--- config.mk ---
export PLATFORM = sky130hd
export DESIGN_NAME = dwd_cell
export DESIGN_NICKNAME = d
export VERILOG_FILES = /design/src/dwd_pkg.sv /design/src/dwd_cell.sv
export SDC_FILE = /design/constraint.sdc
export NUM_CORES = 1
export LEC_CHECK = 0
export BUFFER_PORTS_ARGS = -buffer_cell sky130_fd_sc_hd__buf_2
export CAP_MARGIN = 20
export CORE_AREA = 2 2 199 201
export DETAILED_ROUTE_END_ITERATION = 16
export DIE_AREA = 0 0 201 203
export PLACE_DENSITY_LB_ADDON = 0.12
export SETUP_SLACK_MARGIN = 0.3
export SLEW_MARGIN = 20
export SYNTH_ARGS = -nofsm -noshare
export SYNTH_HDL_FRONTEND = slang
export SYNTH_SLANG_ARGS = --single-unit
--- constraint.sdc ---
create_clock -name clk -period 3.5 [get_ports clk]
set_clock_uncertainty 0.1 [all_clocks]
set_input_delay 0.7 -clock clk [delete_from_list [all_inputs] [get_ports clk]]
set_output_delay 0.7 -clock clk [all_outputs]
set_load 0.05 [all_outputs]
--- src/dwd_pkg.sv ---
// shared types and constants for the double-word by word divider
package dwd_pkg;

  localparam int MaxWordBits = 64;

  typedef struct packed {
    logic [MaxWordBits-1:0] high_word;
    logic [MaxWordBits-1:0] low_word;
    logic [MaxWordBits-1:0] divisor;
  } req_t;

  typedef struct packed {
    logic [MaxWordBits-1:0] quotient;
    logic [MaxWordBits-1:0] remainder;
    logic                   overflow;
  } rsp_t;

  // control that rides along with each word through the chain
  typedef struct packed {
    logic valid;
    logic overflow;
  } ctrl_t;

endpackage

--- src/dwd_cell.sv ---
// one restoring division step, registered
module dwd_cell #(
  parameter int WORD_BITS = dwd_pkg::MaxWordBits
) (
  input  logic                 clk,
  input  logic                 rst,
  input  logic                 adv,
  input  dwd_pkg::ctrl_t       ctrl_in,
  input  logic [WORD_BITS-1:0] rem_in,
  input  logic [WORD_BITS-1:0] lo_in,
  input  logic [WORD_BITS-1:0] quo_in,
  input  logic [WORD_BITS-1:0] div_in,
  output dwd_pkg::ctrl_t       ctrl,
  output logic [WORD_BITS-1:0] rem,
  output logic [WORD_BITS-1:0] lo,
  output logic [WORD_BITS-1:0] quo,
  output logic [WORD_BITS-1:0] div
);

  logic [WORD_BITS:0] shifted;
  logic [WORD_BITS:0] diff;
  logic               take;

  // partial remainder shifted left with the next dividend bit, one bit wider
  assign shifted = {rem_in, lo_in[WORD_BITS-1]};
  assign diff    = shifted - {1'b0, div_in};
  assign take    = !diff[WORD_BITS] || (shifted < {1'b0, div_in}) == 1'b0;

  always_ff @(posedge clk) begin
    if (rst) begin
      ctrl <= '0;
    end else if (adv) begin
      ctrl <= ctrl_in;
    end
  end

  always_ff @(posedge clk) begin
    if (adv) begin
      rem <= take ? diff[WORD_BITS-1:0] : shifted[WORD_BITS-1:0];
      lo  <= {lo_in[WORD_BITS-2:0], 1'b0};
      quo <= {quo_in[WORD_BITS-2:0], take};
      div <= div_in;
    end
  end

endmodule

After elaboration in Yosys (flattened, before gate mapping) --
Cells that the tools add are included.
Cells by class: magnitude comparators 1, reduce and logical (&&, ||, !) cells 2, add/subtract/negate cells 1, muxes and demuxes 1, bitwise logic cells 1
Operators with widths (number):
- 65-bit by 64-bit < comparator with 1-bit output | 1
- 65-bit by 64-bit subtractor with 65-bit output | 1
- 64-bit 2-to-1 mux | 1
- 1-bit logical NOT | 1
- 1-bit logical OR | 1
- 1-bit NOT | 1
Word-level totals: input port bits 261, word-level logic and storage cells 12, output and inout port bits 258, flip-flop bits (word level) 257

Longest topological paths before layout --
depth after elaboration 4, mapped depth 15, mapped depth without buffers 13

Least setup slack after synthesis --
No wires, ideal clock.
kind input port to flip-flop, start input port lo_in[63], end register rem[29], data pin, arrival 3191 ps, library setup time 260 ps, stages 14, slack -51 ps, data required time 3140 ps, buffers on the path 2, cell sequence inv_1 -> ha_1 -> fa_1 -> nand2b_1 -> a21o_1 -> a211o_1 -> a21oi_4 -> o211ai_2 -> a211o_1 -> nand2_2 -> nor2_4 -> buf_6 -> buf_6 -> mux2_4
Between the ends: longest elaborated chain between the ends 4, elaborated cells between the ends (all ways) 6, those cells by class add/sub: 1; order compare: 1; mux: 1; bitwise: 1; reduce/logical: 2
Ends and longest elaborated chain:
- from (decl) | line dwd_cell.sv:10 | input logic [WORD_BITS-1:0] lo_in,
- 65-bit by 64-bit subtractor with 65-bit output / 65-bit by 64-bit < comparator with 1-bit output (equally long branches) | line dwd_cell.sv:26, dwd_cell.sv:27
- 1-bit logical NOT / 1-bit NOT (equally long branches) | line dwd_cell.sv:27 | assign take = !diff[WORD_BITS] || (shifted < {1'b0, div_in}) == 1'b0;
- 1-bit logical OR | line dwd_cell.sv:27
- 64-bit 2-to-1 mux * | line dwd_cell.sv:39 | rem <= take ? diff[WORD_BITS-1:0] : shifted[WORD_BITS-1:0];
- to (signal assigned) | line dwd_cell.sv:39
- to (decl) | line dwd_cell.sv:14 | output logic [WORD_BITS-1:0] rem,
Mark *: on every way between the ends. The rest lies on a longest branch, timed or not. A chain may end at the register's enable or synchronous reset.

Worst setup path in the final report --
start input port rem_in[3], end register rem[18], data pin
Between the ends: longest elaborated chain between the ends 4, elaborated cells between the ends (all ways) 6, those cells by class add/sub: 1; order compare: 1; mux: 1; bitwise: 1; reduce/logical: 2
Ends and longest elaborated chain:
- from (decl) | line dwd_cell.sv:9 | input logic [WORD_BITS-1:0] rem_in,
- 65-bit by 64-bit subtractor with 65-bit output / 65-bit by 64-bit < comparator with 1-bit output (equally long branches) | line dwd_cell.sv:26, dwd_cell.sv:27
- 1-bit logical NOT / 1-bit NOT (equally long branches) | line dwd_cell.sv:27
- 1-bit logical OR | line dwd_cell.sv:27
- 64-bit 2-to-1 mux * | line dwd_cell.sv:39
Marked as above.

==> metrics <==
worst vdd ir=0.3226 mV; H-tree depth=1; fin crit share=89.98%; final WL=41730 um; DR WL/cell=18.17 um; number of enable flip-flop cells after synthesis=255; Leak=8.277 nW; Worst Path Class, Setup=in -> reg; crit path DAT=3.36 ns; fin nets=2083; all-layer global routing usage=19.56%; initial drt markers=504; vias per cell=4.669; Remaining Overflow, GRT=0; largest net degree at the start of global routing=79; clk_lat worst skew=0.55 ns; Area Growth Syn to Fin=47.14%; most frequent cells in the layout=512 x buf_2, 255 x edfxtp_1, 183 x buf_4; Initial Util=32.68%; Max Root-Sink Buffers=3; post-synthesis cell type count=70; Layout Cells excl Fill=2296; fraction of registers with async set/reset=0%; clock net sink count=257; DR top layer=met5; final hold violations=0; Slew Viols, Final=0; Area after DPL=17160 sq um; FF/Latch Area=7697 sq um; delay-heaviest family, CP=compound AO/OA/AOI/OAI gates; io pins=519; sequential share of the synthesized area=61.23%; ranking of synthesized cells by area=edfxtp_1 61%, ha_1 6.4%, o21ai_0 4.1%, nand2_1 3.3%, a21oi_1 3.1%; core area=38470 sq um; Slew @ Worst Pin=0.7146 ns; Hold WC Path Type=in -> reg; first-pass GRT wire length=61650 um; synth warn=0; # rows=72; dpl cells=2232; Gate Count Post-Synth=1049; Multi-input gate area=4697 sq um; number of max-cap violations=0; crit path capture type=flop; FF+latch count, synth=257; unrepaired setup endpoints after global routing=yes; layout cell share with drive strength beyond 1=45.83%; vias in the first global route=10850; ordered list of cells on the worst path=buf_2 -> ha_4 -> a21o_1 -> a211oi_4 -> a21oi_4 -> a211o_1 -> and4_4 -> o31ai_4 -> a211oi_4 -> nor2_4 -> buf_12 -> mux2_2; number of port buffers=516; startpoint class of the critical path=primary input; critical path's largest stage delay=0.33 ns; TNS Setup=0 ns; initial antenna violation count=12; clk root buf=clkbuf_16; Slowest-stage cell, CP=mux2_2; Die W=201 um; Syn Std Cell Area=12570 sq um; CP required=3.71 ns; PwrDens=515.5 nW/um^2; DIE AREA=40800 sq um; most common cell after layout, fill and taps aside=buf_2; Final Wtd Congestion=0.8775; minimum clock period=3.149 ns; metal2 WL=21440 um; clock slew at the register clock pins of the worst setup and hold paths=0.06 ns; CTS tree=built; chip height=203 um; synthesized net count=1375; wl on met1=16330 um; drt drc=0; HPWL Detailed=33390 um; via count=10720; area share of the largest cell type after synthesis=60.91%; Peak Freq=317.5 MHz; overall power=0.009537 W; met3 WL=2675 um; first drt pass iteration count=5; Top FF cell, synth=edfxtp_1; Synth Area per Inst=11.98 sq um; Filler cells=3684; final instance area=18500 sq um; Max FO, Critical Path=8; final setup vio count=0; ANT nets after route=0; Rel. slew slack=51.92%; number of buffers created by CTS=29; most used cell, CP=a211oi_4; Buffers & Inverters on Critical Path=2; status=finished clean; cell accounting for the most synthesized area=edfxtp_1
registers in the layout (all words and copies together) (netlist names):
register and count:
rem 64, ctrl 2, lo 63, div 64
quo 64
cells in the mapped netlist, drive strengths merged (2+ instances only):
cell,instances
a211o,4
a211oi,9
a21boi,3
a21o,27
a21oi,79
a221o,3
a221oi,3
a31o,4
a31oi,3
and2,4
and3,5
and4,3
buf,13
clkbuf,24
dfxtp,2
edfxtp,255
ha,64
inv,86
mux2,3
mux2i,4
nand2,113
nand2b,7
nand3,12
nand4,23
nor2,51
nor2b,9
nor3,12
nor3b,2
nor4,2
o211ai,4
o21a,10
o21ai,107
o21bai,15
o221ai,2
o31ai,4
o41ai,2
or3,3
xnor2,33
xor2,26
logic make-up after synthesis:
| logic type | synth area share [%] |
|---|---|
| adder cells (fa/ha/maj) | 6.529 |
| multiplexers | 0.6469 |
| XOR/XNOR | 4.110 |
| AO/OA/AOI/OAI | 14.26 |
| flip-flops | 61.23 |
| buffers and inverters | 4.031 |
| other | 0.02983 |
| AND/OR/NAND/NOR | 9.166 |
repair_timing:
action                                  CTS  global route
hold endpoints to repair                  0             0
hold buffers                              0             0
endpoints found under the setup margin   55            54
gates resized for setup                  29            46
pin swaps                                18            12
cloned                                    2             1
setup buffers                             4             5
power breakdown:
part / switching [W] / internal (W) / total [W] / leakage, nW
combinational: 0.00202 / 0.000967 / 0.00299 / 5.37
clock: 0.00121 / 0.00150 / 0.00272 / 0.400
sequential: 0.0000737 / 0.00376 / 0.00383 / 2.51
total: 0.00331 / 0.00623 / 0.00954 / 8.28
through the flow:
stage	setup WS (ns)	util (%)	hold slack, ns
floorplan	-0.03291	-	0.6326
global placement	-0.4509	44.60	0.3821
detailed placement	-0.4939	44.60	0.3894
CTS	0.3043	47.41	0.1818
global route	0.2534	48.08	0.1836
finish	0.3506	48.09	0.2200
metal layers:
layer | vias up | track usage [%]
met2 | 369 | 35.38
met3 | 75 | 4.575
met4 | 10 | 6.640
met5 | - | 0
met1 | 4996 | 22.72
li1 | 5269 | -
layout make-up:
| type | instances | area share (%) |
|---|---|---|
| Inverter | 86 | 1.786 |
| Multi-Input combinational cell | 669 | 25.39 |
| Sequential cell | 257 | 41.61 |
| Clock buffer | 32 | 3.984 |
| Antenna cell | 4 | 0.05411 |
| Tap cell | 518 | 3.504 |
| Timing Repair Buffer | 714 | 23.18 |
| Clock inverter | 16 | 0.4937 |
path summary, 6_finish.rpt:
| check | startpoint | endpoint | slack [ns] | depth (start not counted) |
|---|---|---|---|---|
| worst max-delay path | rem_in[3] | rem[18]$_DFFE_PP_ | 0.35 | 12 |
| worst min-delay path | lo_in[50] | lo[51]$_DFFE_PP_ | 0.22 | 1 |
| worst max register to register | ctrl[1]$_SDFFE_PP0P_ | ctrl[1]$_SDFFE_PP0P_ | 2.79 | 2 |
| worst min register to register | ctrl[0]$_SDFFE_PP0P_ | ctrl[0]$_SDFFE_PP0P_ | 0.40 | 2 |
Power figures use the tool's default switching activity.
