`src/dwd_pkg.sv`:
```
// shared types and constants for the double-word by word divider
package dwd_pkg;

  localparam int MaxWordBits = 64;

  typedef struct packed {
    logic [MaxWordBits-1:0] high_word;
    logic [MaxWordBits-1:0] low_word;
    logic [MaxWordBits-1:0] divisor;
  } req_t;

  typedef struct packed {
    logic [MaxWordBits-1:0] quotient;
    logic [MaxWordBits-1:0] remainder;
    logic                   overflow;
  } rsp_t;

  // control that rides along with each word through the chain
  typedef struct packed {
    logic valid;
    logic overflow;
  } ctrl_t;

endpackage

```
`src/dwd_entry.sv`:
```
// entry stage: masks the input word and registers the overflow check
module dwd_entry #(
  parameter int WORD_BITS = dwd_pkg::MaxWordBits
) (
  input  logic                 clk,
  input  logic                 rst,
  input  logic                 adv,
  input  logic                 fire,
  input  dwd_pkg::req_t        req,
  output dwd_pkg::ctrl_t       ctrl,
  output logic [WORD_BITS-1:0] rem,
  output logic [WORD_BITS-1:0] lo,
  output logic [WORD_BITS-1:0] quo,
  output logic [WORD_BITS-1:0] div
);

  logic [WORD_BITS-1:0] hi_m;
  logic [WORD_BITS-1:0] div_m;

  assign hi_m  = req.high_word[WORD_BITS-1:0];
  assign div_m = req.divisor[WORD_BITS-1:0];

  always_ff @(posedge clk) begin
    if (rst) begin
      ctrl <= '0;
    end else if (adv) begin
      ctrl.valid    <= fire;
      ctrl.overflow <= (hi_m >= div_m);
    end
  end

  always_ff @(posedge clk) begin
    if (adv) begin
      rem <= hi_m;
      lo  <= req.low_word[WORD_BITS-1:0];
      quo <= '0;
      div <= div_m;
    end
  end

endmodule

```
`config.mk`:
```
export PLATFORM = sky130hd
export DESIGN_NAME = dwd_entry
export DESIGN_NICKNAME = d
export VERILOG_FILES = /design/src/dwd_pkg.sv /design/src/dwd_entry.sv
export SDC_FILE = /design/constraint.sdc
export NUM_CORES = 1
export LEC_CHECK = 0
export BUFFER_PORTS_ARGS = -buffer_cell sky130_fd_sc_hd__buf_2
export CORE_ASPECT_RATIO = 0.5
export CORE_MARGIN = 2
export CORE_UTILIZATION = 28
export DETAILED_ROUTE_END_ITERATION = 6
export PLACE_DENSITY_LB_ADDON = 0.15
export SLEW_MARGIN = 40
export SYNTH_ARGS = -nofsm -noshare
export SYNTH_HDL_FRONTEND = slang
export SYNTH_SLANG_ARGS = --single-unit
```
`constraint.sdc`:
```
create_clock -name clk -period 2.3 [get_ports clk]
set_input_delay 0.575 -clock clk [delete_from_list [all_inputs] [get_ports clk]]
set_output_delay 0.575 -clock clk [all_outputs]
set_load 0.03 [all_outputs]
```
## Word level (Yosys, flattened, before mapping)

Index checks and enable logic that the tools add are counted.
W data, S select, Z words.

- $lt $le $gt $ge: 1

Operators with widths:

| cell | number |
|---|---|
| $ge A64 B64 Y1 | 1 |

- Register bits after elaboration: 194
- Input bits: 196
- Output and inout bits: 258
- Logic and storage cells: 6

## Longest topological paths before layout

Gate-level depths: netlist of the first run.

- Depth in word-level cells: 1
- Mapped depth: 8
- Gate-level depth less buffers: 8

## Least setup slack after synthesis of the first run

No wires, ideal clock.

- Path type: in2reg
- Start point: input req[30] (netlist name)
- End point: register ctrl[0] (netlist name)
- Library setup time: 126 ps
- Arrival time: 2251 ps
- Data required time: 2174 ps
- Path slack: -77 ps
- Cell stages on the path: 7
- Path buffers: 0
- Cell sequence: inv_1 -> ha_1 -> and4_1 -> a221o_1 -> a2111o_1 -> a2111oi_2 -> a21oi_1

- Word-level cells in the longest chain between the ends: 1

Ends and longest elaborated chain:

| item | RTL line | source |
|---|---|---|
| start, declared | dwd_entry.sv:9 | `input dwd_pkg::req_t req,` |
| $ge A64 B64 Y1 | dwd_entry.sv:28 | `ctrl.overflow <= (hi_m >= div_m);` |
| end, declared | dwd_entry.sv:10 | `output dwd_pkg::ctrl_t ctrl,` |

Every way passes these cells.
A chain may end at the register's enable or synchronous reset.

## Worst setup path in the final report of the first run

- Start point: input req[27] (netlist name)
- End point: register ctrl[0] (netlist name)

The elaborated chain is that of the path after synthesis.

==> results of run 1 <==
final timing paths:
kind	startpoint	to	slack, ns	cells past startpoint
worst max-delay path	req[27]	ctrl[0]	0.19	9
worst min-delay path	req[98]	lo[34]	0.29	1
worst max register to register	ctrl[0]	ctrl[0]	1.51	4
worst min register to register	ctrl[1]	ctrl[1]	0.51	2
worst reg2reg max path: stages (launching register included):
cell and delay, ns:
sky130_fd_sc_hd__dfxtp_1 0.36, sky130_fd_sc_hd__nor2_1 0.06, sky130_fd_sc_hd__nor2_1 0.10, sky130_fd_sc_hd__o21ai_0 0.10, sky130_fd_sc_hd__a21oi_1 0.12
synthesized netlist by cell type (2+ instances only):
cell type | number | area share [%]
sky130_fd_sc_hd__a211oi_1 | 3 | 0.28
sky130_fd_sc_hd__a21o_1 | 6 | 0.57
sky130_fd_sc_hd__a21oi_1 | 22 | 1.4
sky130_fd_sc_hd__a21oi_2 | 2 | 0.22
sky130_fd_sc_hd__buf_4 | 64 | 6.1
sky130_fd_sc_hd__dfxtp_1 | 2 | 0.51
sky130_fd_sc_hd__edfxtp_1 | 192 | 73
sky130_fd_sc_hd__ha_1 | 64 | 10
sky130_fd_sc_hd__inv_1 | 68 | 3.2
sky130_fd_sc_hd__nand2_1 | 9 | 0.43
sky130_fd_sc_hd__nand3_1 | 7 | 0.44
sky130_fd_sc_hd__nand4_1 | 13 | 1.0
sky130_fd_sc_hd__nor2_1 | 6 | 0.28
sky130_fd_sc_hd__nor3_1 | 4 | 0.25
sky130_fd_sc_hd__o21ai_0 | 9 | 0.57
sky130_fd_sc_hd__o21ai_1 | 2 | 0.13
state kept, by name, indices dropped and copies added, names as in the netlist:
signal,count
rem,64
ctrl,2
div,64
lo,64
cell type report:
cell class,count,area [sq um],share of cell area (%)
clock inverters,15,145,1.34
well taps,382,478,4.40
flip-flops and latches,194,5810,53.5
repair buffers,410,2140,19.7
clock buffers,17,425,3.92
diodes,1,2.50,0.0230
multi-input cells,225,1610,14.8
inverters,68,255,2.35
power groups by stage:
| stage | logic [mW] | registers [mW] | clock network [mW] |
|---|---|---|---|
| 2_1_floorplan | 0.416 | 4.92 | 0 |
| 3_3_place_gp | 1.57 | 4.33 | 0 |
| 3_5_place_dp | 1.58 | 4.34 | 0 |
| 4_1_cts | 1.58 | 4.26 | 3.01 |
| 5_1_grt | 1.67 | 4.28 | 3.14 |
| 6_report | 1.55 | 4.25 | 2.90 |
kinds of logic after synthesis:
| group | after synthesis | synth area share, % |
|---|---|---|
| compound gates | 52 | 4.19 |
| fa+ha+maj | 64 | 10.1 |
| buf+inv | 132 | 9.29 |
| flops | 194 | 73.3 |
| mux | 1 | 0.126 |
| other cells | 1 | 0.0474 |
| simple gates | 44 | 2.88 |
layer usage:
metal | part of all wire [%] | routed length [um]
met3 | 3.7 | 800
met5 | 0 | 0
met1 | 38 | 8160
met4 | 1.8 | 380
met2 | 56 | 12100
through the flow:
stage	TNS [ns]	area (sq um)	power [mW]	hold slack, ns	setup slack, ns
finish	0	10900	8.71	0.291	0.191
CTS	0	10900	8.85	0.260	0.193
detailed placement	-0.317	10300	5.91	0.492	-0.317
global route	0	10900	9.09	0.260	0.0858
global placement	-0.306	10300	5.90	0.478	-0.306
floorplan	0	8150	5.34	0.630	0.0238
cell usage in the layout (no fill, tap or decap), drive strengths merged, types with 2 or more instances in the layout:
cell	Yosys	layout
a21o	6	6
conb	1	64
o21ai	11	11
a2111oi	2	2
clkinv	0	6
clkbuf	0	18
a211oi	3	3
clkinvlp	0	2
a21boi	2	2
buf	64	409
nand2	9	9
dfxtp	2	2
nor2	6	6
ha	64	64
nand4	13	13
inv	68	75
edfxtp	192	192
a21oi	24	24
nor3	4	4
nand3	7	7
timing repair:
action,CTS,global route
endpoints found under the setup margin,0,1
endpoints found under the hold margin,0,0
resized for setup,0,1
==> results by stage, run 1 <==
Drt:
- The first-pass iteration count of the detailed router is 4.
- Wires add up to 21,400 um.
- The number of violations reported at the end of detailed-routing iteration 0 is 205.
- The routed layout has 5,164 vias.
- The detail route stage leaves a number of antenna-violating nets equal to 0.
- After detailed routing, the average wire length per cell comes to 16.3 um.
- The ratio of routed vias to standard cells is 3.94.
- The DRC violation count after routing is 0.

Worst setup path:
- The kind of capture point of the worst setup path is a flop.
- By startpoint and endpoint, the worst setup path is classified as input pin to flop.
- The maximum fanout along the worst path is 2.
- The worst setup path is launched from an input pin.
- On the worst path, the slowest cell contributes a delay of 0.41 ns.
- The gate family responsible for the most delay along the worst path is compound AO/OA/AOI/OAI gates.
- Data arrives at the worst endpoint at 2.45 ns.
- The required time reported for the critical path endpoint is 2.64 ns.
- The critical path contains buffers and inverters numbering 2 combined.
- The slowest cell on the critical path is sky130_fd_sc_hd__a2111o_1.
- The signal on the critical path passes through buf_2, inv_1, ha_1, a21oi_2, o21ai_1, a221o_1, a2111o_1, a2111oi_2, a21oi_1.

GRT:
- The global-route met2 utilization is 26.1%.
- The via count of the first global-routing pass is 5,187.
- The global-route usage over all layers is 14.0%.
- The global-route track usage on met3 is 3.35%.
- The largest net degree at the start of global routing is 116.
- The first global-routing pass estimated 30,100 um of wire.
- The fraction of met1 tracks used by global routing is 15.6%.
- The layer flagged by global routing as most heavily used is met2.
- The number of antenna violations at the first check in global routing came to 1.
- Global routing finished with a remaining overflow of 0.

Logic synthesis:
- The share of async-settable or async-resettable flops after synthesis is 0%.
- The register bit count reported by yosys is 194.
- For this run, the number of Yosys warnings is 0.
- The number of enable-type register cells in the synthesized netlist is 192.
- Summing the sequential cell areas from Yosys gives 73.3% of the chip area.
- The most used flip-flop cell after synthesis is sky130_fd_sc_hd__edfxtp_1.
- The number of unique standard cell types used by synthesis is 31.
- The mapped netlist covers 7920 sq um.
- The mean post-synth cell area is 16.2 sq um.
- Synthesis produced 488 cells.

Final layout:
- At the end of the flow the core is filled with cells to 39.1%.
- After the last flow step, the layout net total stands at 1,176.
- From synthesis to final layout, the design area changed by 37.2%.
- The fraction of layout cells with a size suffix above 1 is 47.9%.
- The number of fill cells in the layout is 2,755.
- The count of placed standard cells in the final layout, fillers left out is 1,312.

Placement:
- Summed over all nets, the half-perimeter wirelength after detailed placement is 17,400 um.
- Input and output buffers added on the ports amount to 389.
- Once placement completed, the tool counted placed cells totaling 1,279.
- The final estimated routing congestion in global placement is 0.769.

Timing:
- Setup violations remaining at the end of the flow were counted as 0.
- The post-route clock skew is 0 ns.
- Setup repair after global routing left no endpoint under its margin.
- In this run the tightest slew margin relative to its limit is 52.9%.
- The hold violation total from the final report is 0.
- The maximum achievable frequency is 0.474 GHz.
- The transition time of the tightest slew-check pin is 0.707 ns.
- The number of pins with negative max-slew slack in the final report came to 0.
- The share of the clock period used by the worst path after layout is 91.7%.
- The minimum clock period after layout is 2.11 ns.

Clock tree:
- After clock tree synthesis, the setup repair step added 0 buffers.
- TritonCTS built the clock tree.
- The number of clock buffers added by TritonCTS is 17.
- The deepest clock path buffer count is 2.
- The cell chosen for the clock root is sky130_fd_sc_hd__clkbuf_16.
- Clock latency on the worst-skew pair, taken at its later pin, is 0.45 ns.
- The clock tree synthesis step divided the H-tree into 4 levels.
- The tree built by TritonCTS fans out to 194 sinks.
- The number of hold buffers added after CTS is 0.
- After clock tree synthesis, the clock-pin slew on the worst setup and hold paths is 0.08 ns.

Floorplan:
- The area inside the core boundary is 27,800 sq um.
- The overall die width is 242 um.
- The effective utilization at floorplan is 28.5%.
- The floorplan has 43 rows.
- The number of top-level pins is 454.
- The area of the die is 29,700 sq um.
- The die boundary height is 123 um.

Power:
- The power density over the cells is 802 nW/um^2.
- The maximum vdd ir drop is 0.000509 V.
- The fraction of power spent switching nets is 30.3%.
- Cell internal power was estimated by the tool at 6.07 mW.
- The clock network burns 33.3% of the power.
- The leakage power summed over all cells is 5.06 nW.
- For this design the total switching power over the nets is 2.64 mW.
- The combinational share of power is 17.8%.
- The share of power burned in registers is 48.8%.

Min path:
- The path class of the lowest-slack min-delay path is input pin to flop.

Run status:
- The flow ran to the end, and the final reports show no timing, DRC or antenna violations.

Flow run:
- The tool flagged a number of max-cap violations equal to 0.
No activity file was read; power rests on OpenSTA's default activity.
==> inputs of run 2 (changes only) <==
--- a/config.mk
+++ b/config.mk
@@ -5,11 +5,11 @@
 export SDC_FILE = /design/constraint.sdc
 export NUM_CORES = 1
 export LEC_CHECK = 0
-export BUFFER_PORTS_ARGS = -buffer_cell sky130_fd_sc_hd__buf_2
-export CORE_ASPECT_RATIO = 0.5
+export CORE_ASPECT_RATIO = 0.7
 export CORE_MARGIN = 2
 export CORE_UTILIZATION = 28
 export DETAILED_ROUTE_END_ITERATION = 6
+export DONT_BUFFER_PORTS = 1
 export PLACE_DENSITY_LB_ADDON = 0.15
 export SLEW_MARGIN = 40
 export SYNTH_ARGS = -nofsm -noshare
==> results by stage, run 2 (synthesis results as in run 1) <==
Run status:
- The flow ran to the end, and the final reports show no timing, DRC or antenna violations.

Timing:
- The hold violation total from the final report is 0 (unchanged).
- The maximum achievable frequency was 0.496 GHz (+4.7%).
- The post-route clock skew is 0 ns (unchanged).
- The share of the clock period used by the worst path after layout came to 87.6% (-4.1 points).
- The minimum clock period after layout is 2.01 ns (-0.0948 ns).
- The final setup slack of the worst path was 0.286 ns (+0.0948 ns).
- The worst hold-check slack was 0.205 ns (-0.0863 ns).
- The total of endpoints with negative setup slack in the final report is 0 (unchanged).
- The number of pins with negative max-slew slack in the final report is 0 (unchanged).
- Setup repair after global routing left no endpoint under its margin.

Worst setup path:
- In this run the critical register-to-register path is captured at ctrl[0].
- The critical path goes through inv_1, ha_1, a21oi_2, o21ai_1, a221o_1, a2111o_1, a2111oi_2, a21oi_1.
- The gate family responsible for the most delay along the worst path is compound AO/OA/AOI/OAI gates.
- The arrival time of data at the critical path endpoint was 2.34 ns (-0.11 ns).
- The number of cells traversed by the worst register-to-register path is 4 (unchanged).
- The maximum fanout along the worst path is 2 (unchanged).
- The slack of the worst reg-to-reg path was 1.29 ns (-0.22 ns).
- The critical path buffer and inverter count is 1 (-1).
- STA classifies the critical path startpoint as an input pin.
- The required time reported for the critical path endpoint came to 2.62 ns (-0.02 ns).
- The number of logic stages on the critical path including buffering was 8 (-1).
- The setup path with the least slack is of type input pin to flop.
- STA classifies the critical path endpoint as a flop.
- The highest cell delay on the worst timing path is 0.43 ns (+0.02 ns).
- The slowest cell on the critical path is sky130_fd_sc_hd__a2111o_1.
- The reg-to-reg critical path startpoint is ctrl[0].

Min path:
- For hold timing, the worst endpoint is ctrl[1].
- The count of cells along the worst hold path came to 1 (unchanged).
- The startpoint identified for the worst hold timing path is rst.
- The path class of the lowest-slack min-delay path is input pin to flop.

Drt:
- The final wirelength is 19,800 um (-7.4%).
- The average wire per standard cell was 22.1 um (+35%).
- The ratio of routed vias to standard cells was 4.11 (+4.5%).
- The total number of vias is 3,699 (-28%).
- The first-pass iteration count of the detailed router is 4 (unchanged).
- The DRC violation count after routing is 0 (unchanged).
- The count of antenna-violating nets left after detailed routing is 0 (unchanged).
- The number of violations reported at the end of detailed-routing iteration 0 is 162 (-21%).

Placement:
- The final estimated routing congestion in global placement is 0.758 (-1.5%).
- The count of input and output buffers is 0 (-100%).
- The number of placed instances, taps included is 867 (-32%).
- The worst slack at placement is -0.199 ns (+0.119 ns).
- The placed standard-cell area came to 8200 sq um (-20%).
- The detailed placement HPWL is 15,600 um (-10%).

GRT:
- The via count of the first global-routing pass is 3,687 (-29%).
- The wire length of the first global-routing pass is 26,200 um (-13%).
- The global-route usage over all layers is 12.6% (-1.4 points).
- The total grt overflow is 0 (unchanged).
- The largest net degree at the start of global routing is 196 (+69%).
- The number of antenna violations at the first check in global routing came to 0 (-1).

Floorplan:
- The area of the die was 29,700 sq um (-0.20%).
- The overall die width is 205 um (-15%).
- The die boundary height is 145 um (+18%).
- The number of top-level pins is 454 (unchanged).
- The effective utilization at floorplan is 28.4% (-0.062 points).
- The area inside the core boundary is 27,800 sq um (+0.22%).
- The floorplan row count was 51 (+19%).

Clock tree:
- The number of clock sinks came to 194 (unchanged).
- The number of setup buffers added after CTS is 0 (unchanged).
- The deepest clock path buffer count was 2 (unchanged).
- The clock latency on the worst-skew pair came to 0.44 ns (about the same).
- The total CTS buffers is 17 (unchanged).
- The tree is rooted in a sky130_fd_sc_hd__clkbuf_16.
- The post-cts sizing count is 0 (unchanged).
- The H-tree depth is 4 (unchanged).
- The clock transition at the registers of the reported paths is 0.08 ns (about the same).
- TritonCTS built the clock tree.
- The number of hold buffers added after CTS is 0 (unchanged).

Final layout:
- The final design area excluding fillers is 8800 sq um (-19%).
- The count of nets after finishing is 775 (-34%).
- The register area came to 5810 sq um (unchanged).
- The commonest non-fill, non-tap cell in the layout is sky130_fd_sc_hd__edfxtp_1.
- The number of fill cells in the layout is 2,763 (+0.29%).
- The top cell types in the final layout, fill and taps aside, are sky130_fd_sc_hd__edfxtp_1 (192), sky130_fd_sc_hd__inv_1 (68), sky130_fd_sc_hd__ha_1 (64), sky130_fd_sc_hd__conb_1 (64), sky130_fd_sc_hd__a21oi_1 (22).
- The count of placed standard cells in the final layout, fillers left out is 899 (-31%).
- The antenna cell count is 0 (-1).
- The largest registers in the layout are div: 64 flops, lo: 64 flops, rem: 64 flops.
- The area of the multi-input gates was 1610 sq um (unchanged).
- The fraction of layout cells with a size suffix above 1 is 8.33% (-40 points).
- The area growth from synthesis to layout is 11.2%.

Power:
- The power after layout is 8.27 mW (-5.0%).
- The internal portion of total power is 5.81 mW (-4.2%).
- The maximum vdd ir drop is 0.000476 V (-6.4%).
- The clock network fraction of total power was 35.7% (+2.4 points).
- The total net switching power came to 2.46 mW (-6.9%).
- The power density over the cells is 940 nW/um^2 (+17%).
- The combinational share of power is 4.9% (-13 points).
- The share of power burned in registers was 59.4% (+11 points).
- The fraction of power spent switching nets is 29.7% (-0.58 points).
- The leakage power summed over all cells is 3.47 nW (-31%).

Flow run:
- The number of max-cap violations is 0 (unchanged).
-- run 2: cell count changes in the layout (fill, tap and decap cells not counted), sizes merged --
| cell | previous run | this run |
|---|---|---|
| clkinv | 6 | 8 |
| inv | 75 | 73 |
| buf | 409 | 9 |
| clkinvlp | 2 | 1 |
| diode | 1 | 0 |
-- run 2: final cells by class --
type | count | share of cell area [%]
clock buffer | 18 | 4.88
clock inverter | 14 | 1.89
timing repair buffer | 9 | 0.768
sequential | 194 | 66.0
tap | 371 | 5.28
inverter | 68 | 2.90
multi-input combinational | 225 | 18.3
-- run 2: worst register-to-register path: cells and delay by family (launching register included) --
kind             cells  cell delay (ns)
AO/OA/AOI/OAI        2             0.21
flip-flops           1             0.56
AND/OR/NAND/NOR      2             0.18
-- run 2: metrics by stage --
| stage | setup TNS (ns) | utilization (%) |
|---|---|---|
| floorplan | 0 | - |
| global placement | -0.153 | 29.5 |
| detailed placement | -0.199 | 29.5 |
| CTS | 0 | 31.6 |
| global route | 0 | 31.6 |
| finish | 0 | 31.6 |
-- run 2: layer usage --
metal / vias up / track usage, % / share of wire [%]
li1: 1717 / - / -
met1: 1737 / 13.1 / 36
met2: 234 / 21.9 / 51
met3: 11 / 6.92 / 12
met4: 0 / 3.98 / 1.1
met5: - / 0 / 0
-- run 2: power by group through the flow --
| stage | clock (mW) | sequential [mW] | combinational (mW) |
|---|---|---|---|
| after global placement | 0 | 5.00 | 0.408 |
| final | 2.95 | 4.91 | 0.407 |
| after floorplan | 0 | 4.92 | 0.416 |
| after global routing | 3.20 | 4.94 | 0.464 |
| after detailed placement | 0 | 5.00 | 0.406 |
| after CTS | 3.06 | 4.92 | 0.409 |
-- run 2: how the worst max path moves through the flow --
stage,endpoint,start,slack (ns)
2_1_floorplan,ctrl[0],req[30],0.02
3_3_place_gp,ctrl[0],req[51],-0.15
3_5_place_dp,ctrl[0],req[27],-0.20
4_1_cts,ctrl[0],req[27],0.29
5_1_grt,ctrl[0],req[51],0.12
6_report,ctrl[0],req[27],0.29
==> inputs of run 3 (changes only) <==
--- a/config.mk
+++ b/config.mk
@@ -10,7 +10,7 @@
 export CORE_UTILIZATION = 28
 export DETAILED_ROUTE_END_ITERATION = 6
 export DONT_BUFFER_PORTS = 1
-export PLACE_DENSITY_LB_ADDON = 0.15
+export PLACE_DENSITY_LB_ADDON = 0.25
 export SLEW_MARGIN = 40
 export SYNTH_ARGS = -nofsm -noshare
 export SYNTH_HDL_FRONTEND = slang
==> constraint.sdc (replaced) <==
create_clock -name clk -period 1.74 [get_ports clk]
set_input_delay 0.087 -clock clk [delete_from_list [all_inputs] [get_ports clk]]
set_output_delay 0.087 -clock clk [all_outputs]
set_load 0.03 [all_outputs]
==> results by stage, run 3 <==
Clock tree:
- The cell sitting at the root of the clock tree is a sky130_fd_sc_hd__clkbuf_16.
- The deepest clock path buffer count came to 2 (unchanged).
- The number of clock sinks came to 194 (unchanged).
- The H-tree depth is 4 (unchanged).
- The number of setup buffers added after CTS was 0 (unchanged).
- The number of hold buffers added after CTS is 182 (+182).
- The post-cts sizing count came to 0 (unchanged).
- The total CTS buffers came to 17 (unchanged).

Placement:
- The count of input and output buffers is 0 (unchanged).
- The final estimated routing congestion in global placement is 0.783 (+3.3%).
- The placed standard-cell area is 8320 sq um (+1.4%).
- The detailed placement HPWL was 16,300 um (+4.5%).
- The worst slack at placement was -0.313 ns (-0.114 ns).

Run status:
- The flow did not finish.
- The first error in the log reads "[ERROR RSZ-0060] Max buffer count reached".
- The stage where the flow stopped is clock tree synthesis (4_1_cts).

Floorplan:
- The overall die width is 205 um (unchanged).
- The effective utilization at floorplan was 28.4% (unchanged).
- The die boundary height is 145 um (unchanged).
- The number of top-level pins came to 454 (unchanged).
- The floorplan row count is 51 (unchanged).

Logic synthesis:
- The count of warnings emitted by yosys is 0 (unchanged).
- The most repeated cell in the gate-level netlist after synthesis is sky130_fd_sc_hd__edfxtp_1.
- The post-synthesis instance area is 7920 sq um (unchanged).
- The register bit count reported by yosys is 194 (unchanged).
- The most used flip-flop cell after synthesis is sky130_fd_sc_hd__edfxtp_1.
- After synthesis, the most frequently instantiated cells are sky130_fd_sc_hd__edfxtp_1 (192), sky130_fd_sc_hd__inv_1 (68), sky130_fd_sc_hd__buf_4 (64), sky130_fd_sc_hd__ha_1 (64), sky130_fd_sc_hd__a21oi_1 (22).
- The number of cells produced by synthesis was 488 (unchanged).
- The share of async-settable or async-resettable flops after synthesis is 0% (unchanged).
- The leading area contributor after synthesis is sky130_fd_sc_hd__edfxtp_1.
- In the post-synthesis netlist, the biggest area contributors are sky130_fd_sc_hd__edfxtp_1 (73%), sky130_fd_sc_hd__ha_1 (10%), sky130_fd_sc_hd__buf_4 (6.1%).
- The top cell type's share of synthesized area came to 72.8% (unchanged).
- The number of enable-type register cells in the synthesized netlist was 192 (unchanged).
- The mean post-synth cell area is 16.2 sq um (unchanged).
- The number of unique standard cell types used by synthesis is 31 (unchanged).
- The fraction of the yosys area taken by sequential cells came to 73.3% (unchanged).
[run 3: cell counts after synthesis]
No cell type changed its count.
[run 3: stage by stage]
stage / instances / utilization, %
3_5_place_dp: 874 / 29.9
3_3_place_gp: 874 / 29.9
2_1_floorplan: 551 / -
[run 3: kinds of logic after synthesis]
family / share of synthesized area, %
muxes: 0.126
other: 0.0474
adders and majority gates: 10.1
AOI/OAI and AO/OA: 4.19
DFF: 73.3
buffers and inverters: 9.29
and+or+nand+nor: 2.88
==> inputs of run 4 (changes only) <==
--- a/config.mk
+++ b/config.mk
@@ -5,12 +5,11 @@
 export SDC_FILE = /design/constraint.sdc
 export NUM_CORES = 1
 export LEC_CHECK = 0
-export CORE_ASPECT_RATIO = 0.7
 export CORE_MARGIN = 2
-export CORE_UTILIZATION = 28
+export CORE_UTILIZATION = 20
 export DETAILED_ROUTE_END_ITERATION = 6
 export DONT_BUFFER_PORTS = 1
-export PLACE_DENSITY_LB_ADDON = 0.25
+export PLACE_DENSITY_LB_ADDON = 0.15
 export SLEW_MARGIN = 40
 export SYNTH_ARGS = -nofsm -noshare
 export SYNTH_HDL_FRONTEND = slang
==> constraint.sdc (replaced) <==
create_clock -name clk -period 2.3 [get_ports clk]
set_input_delay 0.115 -clock clk [delete_from_list [all_inputs] [get_ports clk]]
set_output_delay 0.115 -clock clk [all_outputs]
set_load 0.03 [all_outputs]
==> results by stage, run 4 (synthesis results as in run 1) <==
Worst setup path:
- The worst setup path is of the input pin to flop kind.
- The slack of the worst reg-to-reg path is 0.95 ns.
- Counting cells, the worst reg-to-reg path comes to 3.
- STA puts the critical path data required time at 2.64 ns.
- In this run the worst setup path begins at req[25].
- The worst setup path is captured at a flop.
- The arrival time of data at the critical path endpoint is 2.05 ns.
- The maximum fanout along the worst path is 2.
- The type of origin of the critical path is an input pin.
- The worst register-to-register path begins at ctrl[1].
- The capture point of the worst path is ctrl[0].
- In this run the critical register-to-register path is captured at ctrl[1].

GRT:
- The number of antenna violations at the first check in global routing is 0.
- The first global-routing pass estimated 31,500 um of wire.
- The global-route usage over all layers is 10.8%.
- The total grt overflow is 0.
- Entering global routing, the biggest net connects 196 pins.
- The via count of the first global-routing pass is 4,830.

Final layout:
- The library cells used most frequently in the layout, excluding fill and tap cells, are sky130_fd_sc_hd__dlygate4sd3_1 (194), sky130_fd_sc_hd__edfxtp_1 (192), sky130_fd_sc_hd__inv_1 (68).
- In the final layout, the registers with the most flip-flops are div: 64 flops, lo: 64 flops, rem: 64 flops.
- The number of fill cells in the layout is 3,903.
- The area of the multi-input gates is 1610 sq um.
- The final design area excluding fillers is 10,800 sq um.
- The fraction of layout cells with a size suffix above 1 is 5.03%.
- The count of nets after finishing is 963.
- The count of placed standard cells in the final layout, fillers left out is 1,234.
- The area growth from synthesis to layout is 37.1%.
- The commonest non-fill, non-tap cell in the layout is sky130_fd_sc_hd__dlygate4sd3_1.
- Registers take 5810 sq um.
- The antenna cell count is 0.

Placement:
- The detailed placement HPWL is 16,400 um (+0.11%).
- The final estimated routing congestion in global placement came to 0.752 (-3.9%).
- The placed standard-cell area is 8340 sq um (+0.29%).
- The number of placed instances, taps included came to 1,008 (+15%).
- The count of input and output buffers was 0 (unchanged).
- The worst slack at placement is 0.0403 ns (+0.353 ns).

Drt:
- The DRC violation count after routing is 0.
- The ratio of routed vias to standard cells is 3.71.
- The count of antenna-violating nets left after detailed routing is 0.
- Before antenna repair, the detailed router went through 4 iterations.
- The average wire per standard cell is 18.6 um.
- Across all layers, the routed design uses 4,572 vias.
- The number of violations reported at the end of detailed-routing iteration 0 is 188.
- For this block, the routed nets add up to 23,000 um of wire.

Floorplan:
- The area of the die is 41,200 sq um.
- The number of top-level pins is 454 (unchanged).
- After floorplanning, the core was sized to cover 38,800 sq um.
- The die boundary height came to 203 um (+40%).
- The floorplan row count is 72 (+41%).
- The overall die width is 203 um (-0.99%).
- The effective utilization at floorplan was 20.4% (-8.1 points).

Timing:
- Adding up every negative setup slack in the final design gives 0 ns.
- Dividing the final minimum period by the clock period gives 74.5%.
- After layout, the minimum clock period comes to 1.71 ns.
- The clock arrives with 0 ns of skew.
- Setup violations remaining at the end of the flow were counted as 0.
- The number of pins with negative max-slew slack in the final report is 0.
- Setup repair after global routing left no endpoint under its margin.
- Static timing analysis puts the maximum clock frequency at 0.583 GHz.
- The hold violation total from the final report came to 192.
- Across all setup checks in the final design, the least slack found is 0.586 ns.
- Final hold analysis gives a worst-case slack of -0.222 ns.

Power:
- The power density over the cells is 784 nW/um^2.
- IR analysis of the VDD net gives a maximum drop of 0.000382 V.
- Cell internal power was estimated by the tool at 6.07 mW.
- Summed over all cells, the static leakage comes to 4.25 nW.
- In this run, flip-flops and latches consume 57.7% of the power.
- The power after layout is 8.51 mW.
- The clock network fraction of total power is 34.2%.
- The fraction of power spent switching nets is 28.6%.
- The share of total power dissipated in combinational logic is 8.1%.
- The total net switching power is 2.43 mW.

Clock tree:
- The clock transition at the registers of the reported paths is 0.07 ns.
- For the worst-skew pair, the clock arrives at the later sink with an insertion delay of 0.45 ns.
- The H-tree depth is 4 (unchanged).
- The deepest clock path buffer count came to 2 (unchanged).
- The number of setup buffers added after CTS was 0 (unchanged).
- The number of clock sinks is 194 (unchanged).
- The root buffer cell chosen for the clock tree is sky130_fd_sc_hd__clkbuf_16.
- The TritonCTS clock tree is built.
- The post-cts sizing count is 0 (unchanged).
- The total CTS buffers is 17 (unchanged).
- The number of hold buffers added after CTS was 194 (+6.6%).

Min path:
- The startpoint identified for the worst hold timing path is adv.
- The path class of the tightest hold or removal check is input pin to flop.

Flow run:
- Max-cap violations in this run came to 0.

Run status:
- The checks that failed: negative hold slack.
- The flow ran to the end, but the final reports show violations.
-- run 4: worst min path at each step --
| stage | end | slack, ns | cells after the start |
|---|---|---|---|
| after floorplan | ctrl[1] | 0.19 | 1 |
| after global placement | ctrl[1] | 0.19 | 1 |
| after detailed placement | ctrl[1] | 0.19 | 1 |
| after CTS | lo[33] | -0.25 | 0 |
| after global routing | lo[33] | -0.26 | 0 |
| final | lo[33] | -0.22 | 0 |
-- run 4: critical path: stages --
cell and delay [ns]:
sky130_fd_sc_hd__inv_1 0.02, sky130_fd_sc_hd__ha_1 0.31, sky130_fd_sc_hd__a21oi_2 0.13, sky130_fd_sc_hd__o21ai_1 0.11, sky130_fd_sc_hd__a221o_1 0.37, sky130_fd_sc_hd__a2111o_1 0.51
sky130_fd_sc_hd__a2111oi_2 0.39, sky130_fd_sc_hd__a21oi_1 0.10
-- run 4: cell type report --
cell class,instances,share of cell area [%]
Inverter,68,2.35
Clock buffer,19,3.99
Clock inverter,13,1.21
Timing Repair Buffer,197,18.1
Sequential cell,194,53.5
Multi-Input combinational cell,225,14.8
Tap cell,518,5.97
-- run 4: per-layer routing --
metal | GRT usage (%) | share of wire [%] | wire (um)
met1 | 11.0 | 37 | 8460
met2 | 19.0 | 51 | 11600
met3 | 4.21 | 9.5 | 2180
met4 | 6.18 | 3.1 | 717
met5 | 0 | 0 | 0
-- run 4: power by group through the flow --
stage / logic (mW) / registers [mW] / clock network (mW)
after floorplan: 0.415 / 4.92 / 0
after global placement: 0.411 / 5.00 / 0
after detailed placement: 0.414 / 5.00 / 0
after CTS: 0.696 / 4.92 / 3.02
after global routing: 0.764 / 4.93 / 3.17
final: 0.688 / 4.91 / 2.91
-- run 4: stage by stage --
stage          hold slack, ns  util [%]
2_1_floorplan           0.187         -
3_3_place_gp            0.189      21.5
3_5_place_dp            0.194      21.5
4_1_cts                -0.254      27.9
5_1_grt                -0.265      27.9
6_report               -0.222      27.9
